## src/design/ibs_pkg.sv

```systemverilog
`timescale 1ns / 1ps
package ibs_pkg;

	localparam int CoordW  = 24;
	localparam int DiffW   = 25;
	localparam int RadW    = 25;
	localparam int SqW     = 52;
	localparam int RootW   = 26;
	localparam int ProdW   = 50;
	localparam int QuotW   = 25;
	localparam int SqrtIt  = 26;
	localparam int DivIt   = 50;

	typedef enum logic [6:0] {
		ST_IDLE  = 7'b0000001,
		ST_MUL   = 7'b0000010,
		ST_SQRT  = 7'b0000100,
		ST_CMP   = 7'b0001000,
		ST_DIV   = 7'b0010000,
		ST_APPLY = 7'b0100000,
		ST_OUT   = 7'b1000000
	} ibs_state_t;

	// axis select for the shared multiplier and divider
	typedef enum logic [1:0] {
		AX_X = 2'd0,
		AX_Y = 2'd1,
		AX_Z = 2'd2
	} ibs_axis_t;

	typedef struct packed {
		logic      load;      // capture point and differences
		logic      first;     // first point of a set
		logic      sq_acc;    // accumulate one square
		logic      sqrt_init;
		logic      sqrt_step;
		logic      div_init;
		logic      div_step;
		logic      apply;     // commit a moved coordinate
		logic      grow;      // commit radius
		ibs_axis_t axis;
	} ibs_cmd_t;

	typedef struct packed {
		logic grows;          // distance exceeds radius
	} ibs_sts_t;

endpackage

```

## src/design/incremental_bounding_sphere.sv

```systemverilog
`timescale 1ns / 1ps
// channel | signals                                         | dir
// input   | in_valid in_ready first_point point_x/y/z       | in
// output  | out_valid out_ready center_x/y/z sphere_radius  | out
// A first point goes straight to its result; a later point inside the sphere
// passes 3 squares and 26 root steps, a growing one also three divisions on
// one shared divider. One point at a time.
// Reset clears centre and radius to zero. The result register holds until
// taken; the next point is accepted once it has gone.
module incremental_bounding_sphere
	import ibs_pkg::*;
(
	input  logic                     clk,
	input  logic                     arst_n,
	input  logic                     in_valid,
	output logic                     in_ready,
	input  logic                     first_point,
	input  logic signed [CoordW-1:0] point_x,
	input  logic signed [CoordW-1:0] point_y,
	input  logic signed [CoordW-1:0] point_z,
	output logic                     out_valid,
	input  logic                     out_ready,
	output logic signed [CoordW-1:0] center_x,
	output logic signed [CoordW-1:0] center_y,
	output logic signed [CoordW-1:0] center_z,
	output logic        [RadW-1:0]   sphere_radius
);

	ibs_cmd_t cmd;
	ibs_sts_t sts;

	ibs_ctrl u_ctrl (
		.clk, .arst_n, .in_valid, .first_point, .in_ready,
		.out_valid, .out_ready, .sts, .cmd
	);

	ibs_datapath u_dp (
		.clk, .arst_n, .cmd, .sts, .point_x, .point_y, .point_z,
		.center_x, .center_y, .center_z, .sphere_radius
	);

endmodule

```

## src/design/ibs_ctrl.sv

```systemverilog
`timescale 1ns / 1ps
module ibs_ctrl
	import ibs_pkg::*;
(
	input  logic     clk,
	input  logic     arst_n,
	input  logic     in_valid,
	input  logic     first_point,
	output logic     in_ready,
	output logic     out_valid,
	input  logic     out_ready,
	input  ibs_sts_t sts,
	output ibs_cmd_t cmd
);

	ibs_state_t state_q;
	ibs_axis_t  axis_q;
	logic [5:0] cnt_q;
	logic       out_valid_q;

	assign in_ready  = (state_q == ST_IDLE) && !out_valid_q;
	assign out_valid = out_valid_q;

	// decode commands
	always_comb begin
		cmd = '0;
		cmd.axis = axis_q;
		cmd.first = first_point;
		unique case (state_q)
			ST_IDLE:  cmd.load = in_valid && in_ready;
			ST_MUL:   cmd.sq_acc = 1'b1;
			ST_SQRT:  cmd.sqrt_step = 1'b1;
			ST_CMP:   cmd.div_init = sts.grows;
			ST_DIV:   cmd.div_step = 1'b1;
			ST_APPLY: begin
				cmd.apply = 1'b1;
				cmd.grow = (axis_q == AX_Z);
				cmd.div_init = (axis_q != AX_Z);
			end
			ST_OUT: begin
			end
			default: begin
			end
		endcase
		if (state_q == ST_MUL && axis_q == AX_Z)
			cmd.sqrt_init = 1'b1;
	end

	// advance the sequencer
	always_ff @(posedge clk or negedge arst_n) begin
		if (!arst_n) begin
			state_q <= ST_IDLE;
			axis_q <= AX_X;
			cnt_q <= '0;
			out_valid_q <= 1'b0;
		end else begin
			if (out_valid_q && out_ready)
				out_valid_q <= 1'b0;
			unique case (state_q)
				ST_IDLE: if (in_valid && in_ready) begin
					axis_q <= AX_X;
					state_q <= first_point ? ST_OUT : ST_MUL;
				end
				ST_MUL: begin
					if (axis_q == AX_Z) begin
						state_q <= ST_SQRT;
						cnt_q <= '0;
						axis_q <= AX_X;
					end else axis_q <= ibs_axis_t'(axis_q + 2'd1);
				end
				ST_SQRT: begin
					cnt_q <= cnt_q + 6'd1;
					if (cnt_q == 6'(SqrtIt - 1))
						state_q <= ST_CMP;
				end
				ST_CMP: begin
					axis_q <= AX_X;
					cnt_q <= '0;
					state_q <= sts.grows ? ST_DIV : ST_OUT;
				end
				ST_DIV: begin
					cnt_q <= cnt_q + 6'd1;
					if (cnt_q == 6'(DivIt - 1))
						state_q <= ST_APPLY;
				end
				ST_APPLY: begin
					cnt_q <= '0;
					if (axis_q == AX_Z) state_q <= ST_OUT;
					else begin
						axis_q <= ibs_axis_t'(axis_q + 2'd1);
						state_q <= ST_DIV;
					end
				end
				ST_OUT: begin
					out_valid_q <= 1'b1;
					state_q <= ST_IDLE;
				end
				default: state_q <= ST_IDLE;
			endcase
		end
	end

`ifndef SYNTH
	a_no_accept_busy: assert property (@(posedge clk) disable iff (!arst_n)
		(state_q != ST_IDLE) |-> !in_ready) else $error("accept while busy");
	a_out_after_out: assert property (@(posedge clk) disable iff (!arst_n)
		(state_q == ST_OUT) |=> out_valid_q) else $error("result lost");
	a_sqrt_len: assert property (@(posedge clk) disable iff (!arst_n)
		(state_q == ST_SQRT) |-> (cnt_q < 6'(SqrtIt))) else $error("sqrt overrun");
`endif

endmodule

```

## src/design/ibs_datapath.sv

```systemverilog
`timescale 1ns / 1ps
module ibs_datapath
	import ibs_pkg::*;
(
	input  logic                     clk,
	input  logic                     arst_n,
	input  ibs_cmd_t                 cmd,
	output ibs_sts_t                 sts,
	input  logic signed [CoordW-1:0] point_x,
	input  logic signed [CoordW-1:0] point_y,
	input  logic signed [CoordW-1:0] point_z,
	output logic signed [CoordW-1:0] center_x,
	output logic signed [CoordW-1:0] center_y,
	output logic signed [CoordW-1:0] center_z,
	output logic        [RadW-1:0]   sphere_radius
);

	logic signed [CoordW-1:0] cx_q, cy_q, cz_q;
	logic        [RadW-1:0]   rad_q;
	logic signed [DiffW-1:0]  ex_q, ey_q, ez_q;
	logic        [SqW-1:0]    sq_q;
	// restoring square root
	logic        [RootW-1:0]  rem_q;
	logic        [RootW-1:0]  root_q;
	// restoring division
	logic        [ProdW-1:0]  num_q;
	logic        [QuotW-1:0]  quo_q;
	logic        [RootW:0]    part_q;

	logic signed [DiffW-1:0]  e_sel;
	logic        [DiffW-2:0]  m_sel;
	logic        [RootW-1:0]  d_w;
	logic        [RootW-1:0]  s_w;
	logic        [ProdW-1:0]  prod_w;
	logic        [RootW:0]    dpart_w;
	logic        [RootW:0]    dsub_w;
	logic signed [CoordW:0]   moved_w;
	logic signed [CoordW-1:0] c_sel;
	logic        [RootW:0]    nr_w;

	// magnitude of the next axis, loaded while the current one commits
	function automatic logic [DiffW-2:0] m_next(input ibs_axis_t ax);
		logic signed [DiffW-1:0] e;
		e = (ax == AX_X) ? ey_q : ez_q;
		return e[DiffW-1] ? (DiffW-1)'(-e) : e[DiffW-2:0];
	endfunction

	assign d_w = root_q;
	assign sts.grows = (d_w > {1'b0, rad_q});
	assign s_w = (d_w - {1'b0, rad_q}) >> 1;

	// pick the axis on the shared multiplier and divider
	always_comb begin
		unique case (cmd.axis)
			AX_X:    begin e_sel = ex_q; c_sel = cx_q; end
			AX_Y:    begin e_sel = ey_q; c_sel = cy_q; end
			default: begin e_sel = ez_q; c_sel = cz_q; end
		endcase
		m_sel = e_sel[DiffW-1] ? (DiffW-1)'(-e_sel) : e_sel[DiffW-2:0];
	end

	assign prod_w  = ProdW'(m_sel) * ProdW'(m_sel);
	assign dpart_w = {part_q[RootW-1:0], num_q[ProdW-1]};
	assign dsub_w  = dpart_w - {1'b0, d_w};
	assign moved_w = e_sel[DiffW-1] ? (CoordW+1)'(c_sel) - (CoordW+1)'(quo_q)
		: (CoordW+1)'(c_sel) + (CoordW+1)'(quo_q);
	assign nr_w = ({1'b0, d_w} + (RootW+1)'(rad_q)) >> 1;

	// square-root working values: two radicand bits a step
	logic [RootW+1:0] sq_rem_w, sq_try_w;
	assign sq_rem_w = {rem_q, sq_q[SqW-1:SqW-2]};
	assign sq_try_w = {root_q, 2'b01};

	always_ff @(posedge clk or negedge arst_n) begin
		if (!arst_n) begin
			cx_q <= '0;
			cy_q <= '0;
			cz_q <= '0;
			rad_q <= '0;
		end else begin
			if (cmd.load && cmd.first) begin
				cx_q <= point_x;
				cy_q <= point_y;
				cz_q <= point_z;
				rad_q <= '0;
			end
			if (cmd.apply) begin
				unique case (cmd.axis)
					AX_X:    cx_q <= moved_w[CoordW-1:0];
					AX_Y:    cy_q <= moved_w[CoordW-1:0];
					default: cz_q <= moved_w[CoordW-1:0];
				endcase
			end
			if (cmd.grow)
				rad_q <= (nr_w > (RootW+1)'({RadW{1'b1}})) ? {RadW{1'b1}} : nr_w[RadW-1:0];
		end
	end

	// hold differences, squares, root and quotient
	always_ff @(posedge clk) begin
		if (cmd.load) begin
			ex_q <= DiffW'(point_x) - DiffW'(cx_q);
			ey_q <= DiffW'(point_y) - DiffW'(cy_q);
			ez_q <= DiffW'(point_z) - DiffW'(cz_q);
			sq_q <= '0;
		end
		if (cmd.sq_acc)
			sq_q <= sq_q + SqW'(prod_w);
		if (cmd.sqrt_init) begin
			rem_q <= '0;
			root_q <= '0;
		end
		if (cmd.sqrt_step) begin
			sq_q <= {sq_q[SqW-3:0], 2'b00};
			if (sq_rem_w >= sq_try_w) begin
				rem_q <= RootW'(sq_rem_w - sq_try_w);
				root_q <= {root_q[RootW-2:0], 1'b1};
			end else begin
				rem_q <= sq_rem_w[RootW-1:0];
				root_q <= {root_q[RootW-2:0], 1'b0};
			end
		end
		if (cmd.div_init) begin
			num_q <= ProdW'(s_w) * ProdW'(cmd.apply ? m_next(cmd.axis) : m_sel);
			part_q <= '0;
			quo_q <= '0;
		end
		if (cmd.div_step) begin
			num_q <= {num_q[ProdW-2:0], 1'b0};
			if (!dsub_w[RootW]) begin
				part_q <= dsub_w;
				quo_q <= {quo_q[QuotW-2:0], 1'b1};
			end else begin
				part_q <= dpart_w;
				quo_q <= {quo_q[QuotW-2:0], 1'b0};
			end
		end
	end

	assign center_x = cx_q;
	assign center_y = cy_q;
	assign center_z = cz_q;
	assign sphere_radius = rad_q;

`ifndef SYNTH
	a_root_bound: assert property (@(posedge clk) disable iff (!arst_n)
		cmd.grow |-> (nr_w <= (RootW+1)'({RadW{1'b1}}))) else $error("radius overflow");
	a_quot_bound: assert property (@(posedge clk) disable iff (!arst_n)
		cmd.apply |-> (quo_q <= QuotW'(m_sel))) else $error("shift beyond point");
	a_rad_grow: assert property (@(posedge clk) disable iff (!arst_n)
		cmd.grow |=> (rad_q >= $past(rad_q))) else $error("radius shrank");
`endif

endmodule
```

## config.mk

```make
export PLATFORM = sky130hd
export DESIGN_NAME = incremental_bounding_sphere
export DESIGN_NICKNAME = d
export VERILOG_FILES = /design/src/design/ibs_pkg.sv /design/src/design/incremental_bounding_sphere.sv /design/src/design/ibs_ctrl.sv /design/src/design/ibs_datapath.sv
export SDC_FILE = /design/constraint.sdc
export NUM_CORES = 2
export LEC_CHECK = 0
export BUFFER_PORTS_ARGS = -buffer_cell sky130_fd_sc_hd__buf_2
export CAP_MARGIN = 20
export CORE_MARGIN = 1.5
export CORE_UTILIZATION = 44
export DETAILED_ROUTE_END_ITERATION = 6
export PLACE_DENSITY = 0.6
export SYNTH_ARGS = -nofsm -noshare
export SYNTH_HDL_FRONTEND = slang
export SYNTH_SLANG_ARGS = --single-unit
```

## constraint.sdc

```tcl
create_clock -name clk -period 27 [get_ports clk]
set_clock_uncertainty 0.05 [all_clocks]
set_input_delay 4.05 -clock clk [delete_from_list [all_inputs] [get_ports clk]]
set_output_delay 4.05 -clock clk [all_outputs]
set_load 0.01 [all_outputs]
```

==> metrics.md <==
| Metric | Value |
|---|---|
| Placed Instances | `9,313` |
| Num ports | `176` |
| Area Overhead vs Synth | `7.79%` |
| Slew Viols, Final | `0` |
| Dominant synthesized flop cell | `edfxtp_1` |
| Worst path most repeated cell | `fa_1` |
| GRT Util Overall | `27.2%` |
| Worst Max-Slew Pin Slew | `1.15 ns` |
| Fmax | `79.9 MHz` |
| Chip width | `388 µm` |
| Synth Area in Compound Gates | `11.8%` |
| Fraction of layout cells with a size suffix above 1 | `7.16%` |
| CTS Buf Count | `between 50 and 60` |
| CP max stage delay | `0.99 ns` |
| Initial antenna violation count | `5` |
| Cts repair resizes | `0` |
| Mapped Nets | `8,999` |
| Number of global-route vias before repair | `53,627` |
| Main combinational cell family by area after synthesis | `adder cells` |
| Syn_area_per_cell | `8.85 µm²` |
| Placement Setup Slack | `14.73 ns` |
| Number of max-cap violations | `0` |
| Netlist Area Pre-Place | `65,300 µm²` |
| Vias per cell | `5.54` |
| Post-synth EDFFs | `276` |
| Post-route insts no fill | `9,413` |
| Post-DP HPWL | `around 160,000 µm` |
| TNS Setup | `0 ns` |
| CP max-delay cell | `o41ai_1` |
| CTS H-Tree Depth | `2` |
| WL/cell | `approximately 22 µm` |
| Biggest area consumer among synthesized cells | `fa_1` |
| Post-Synth Adder-Cell Area | `40.9%` |
| Largest net degree at the start of global routing | `~80` |
| Clock Latency Late Sink | `about 0.69 ns` |
| Warnings from Yosys | `0` |
| Endpoints failing setup | `0` |
| Setup bufs post-CTS | `0` |
| First-pass GRT wire length | `316,000 µm` |
| Via total after detailed routing | `around 52,000` |
| Crit path kind | `flop to flop` |
| Period minus WS final | `12.51 ns` |
| CTS tree | `built` |
| Drt initial violations | `just under 4,000` |
| Synth top area cells | `fa_1 (30%), edfxtp_1 (13%), ha_1 (11%)` |
| Fin nets | `9,061` |
| Post-Synth XOR/XNOR Area | `4.53%` |
| DRT Pass-1 Iters | `5` |
| Die area | `~150,000 µm²` |
| Worst-case clock buffer depth | `3` |
| Fin. Hold Viols | `0` |
| Root buf cell | `clkbuf_16` |
| Maximum fanout along the worst path | `68` |
| RSZ-0062 raised after global routing | `false` |
| Synth Area in Simple Gates | `13.5%` |
| Placer Congestion | `0.977` |
| Tcrit/Tclk final | `46.3%` |
| Clock sink count | `a little under 400` |
| Core region area | `147,000 µm²` |
| Die height | `388 µm` |
| Reg clk slew, reported paths | `0.07 ns` |
| Row count | `141` |
| Top-area cell type share of the netlist area | `a little under a third` |
| Most frequent cell after synthesis | `inv_1` |
| Starting Density | `44.3%` |
| Rel. slew slack | `22.9%` |
| #FFs+latches synth | `approximately 400` |
| Seq/Total Area, Yosys | `17.1%` |
| R2r setup slk | `14.49 ns` |
| Port Buffers | `175` |
| Setup crit start kind | `flop` |
| Grt ovf | `0` |
| Multiplexer area fraction after synthesis | `approximately 2.2%` |
| Worst endpoint required time | `27.37 ns` |
| Post-Syn Instances | `7,377` |
| Post-synth top cells | `inv_1 (1,404), fa_1 (979), nand2_1 (880)` |
| Cell variety after synth | `~90` |
| Status | `completed` |
| Final WS setup | `14.49 ns` |
| ANT nets after route | `0` |
| Ys async rst share | `28.8%` |
| Crit path DAT | `12.87 ns` |
| Crit path capture type | `flop` |
| Min-Delay Path Class | `flop to flop` |
| Hold buffers post-CTS | `0` |
| Routed WL | `204,000 µm` |
| DRC viols | `0` |
## registers in the layout, summed over array words and instances, names as in the netlist, 25 cells and up
| name | cells |
|---|---|
| u_dp.sq_q | 52 |
| u_dp.num_q | 50 |
| u_dp.d_w | 26 |
| u_dp.part_q | 26 |
| u_dp.rem_q | 26 |
| u_dp.ex_q | 25 |
| u_dp.ey_q | 25 |
| u_dp.ez_q | 25 |
| u_dp.sphere_radius | 25 |
## cells in the final DEF (no fill, tap or decap), drive strengths merged, types with 33 or more instances in the layout
cell	n
inv	1413
fa	979
nand2	880
nor2	646
ha	566
o21ai	355
a21oi	352
buf	289
edfxtp	276
xnor2	215
xor2	119
dfrtp	112
a21o	111
nor2b	73
a31oi	73
nand3	71
mux2i	69
clkbuf	67
mux2	65
nor3	63
and2	60
nand2b	49
o21a	47
nand4	43
and3	42
a211oi	34
o21bai	33
## stage by stage
stage          util [%]  hold slack (ns)  area (µm²)
2_1_floorplan         -            0.386       65300
3_3_place_gp       46.4            0.394       68500
3_5_place_dp       46.4            0.408       68500
4_1_cts            47.7            0.420       70300
5_1_grt            47.7            0.439       70300
6_report           47.7            0.425       70400
## critical path, delay by kind of cell, from the launching register on
family / cells / cell delay [ns]
and+or+nand+nor: 5 / 1.06
xor gates and xnor gates: 1 / 0.26
DFF: 1 / 0.40
buffers and inverters: 10 / 2.40
AOI/OAI and AO/OA: 11 / 3.00
muxes: 1 / 0.23
adders and majority gates: 10 / 4.77
## cell families (layout without fill, tap and decap cells)
kind of cell    after synthesis  after routing
compound gates             1238           1238
xor+xnor                    334            334
fa+ha+maj                  1545           1545
buf+inv                    1699           1804
flops                       392            392
mux                         134            134
other cells                   0              1
simple gates               2035           2035
## worst paths after layout
check | from | endpoint | cells past startpoint
worst max-delay path | u_ctrl.axis_q[0]$_DFFE_PN0P_ | u_dp.sq_q[48]$_DFFE_PP_ | 38
worst max register to register | u_ctrl.axis_q[0]$_DFFE_PN0P_ | u_dp.sq_q[48]$_DFFE_PP_ | 38
min in group asynchronous | arst_n | u_dp.center_x[5]$_DFF_PN0_ | 1
worst min-delay path | u_dp.num_q[0]$_SDFFE_PP0P_ | u_dp.num_q[0]$_SDFFE_PP0P_ | 2
worst min register to register | u_dp.num_q[0]$_SDFFE_PP0P_ | u_dp.num_q[0]$_SDFFE_PP0P_ | 2
max in group asynchronous | arst_n | u_dp.sphere_radius[3]$_DFFE_PN0P_ | 2
## final cells by class
type / instances / area (µm²)
Tap cell: 1930 / 2410
Clock buffer: 67 / 1440
Inverter: 1417 / 5320
Clock inverter: 31 / 434
Multi-Input combinational cell: 5286 / 47800
Timing Repair Buffer: 289 / 1730
Fill cell: 14238 / 77100
Sequential cell: 392 / 11200
Antenna cell: 1 / 2.50
## routing by layer
layer / vias up / routed length [µm] / global-route usage, % / share of wire (%)
li1: 23771 / - / - / -
met1: 26133 / 86200 / 36.5 / 42
met2: 1828 / 93800 / 44.3 / 46
met3: 386 / 15900 / 4.50 / 7.8
met4: 4 / 8290 / 9.83 / 4.1
met5: - / 25 / 0 / 0.012
Power is left out: the tool's default activity adds up to more than one toggle a clock period on the data nets, which glitch-free logic cannot reach.
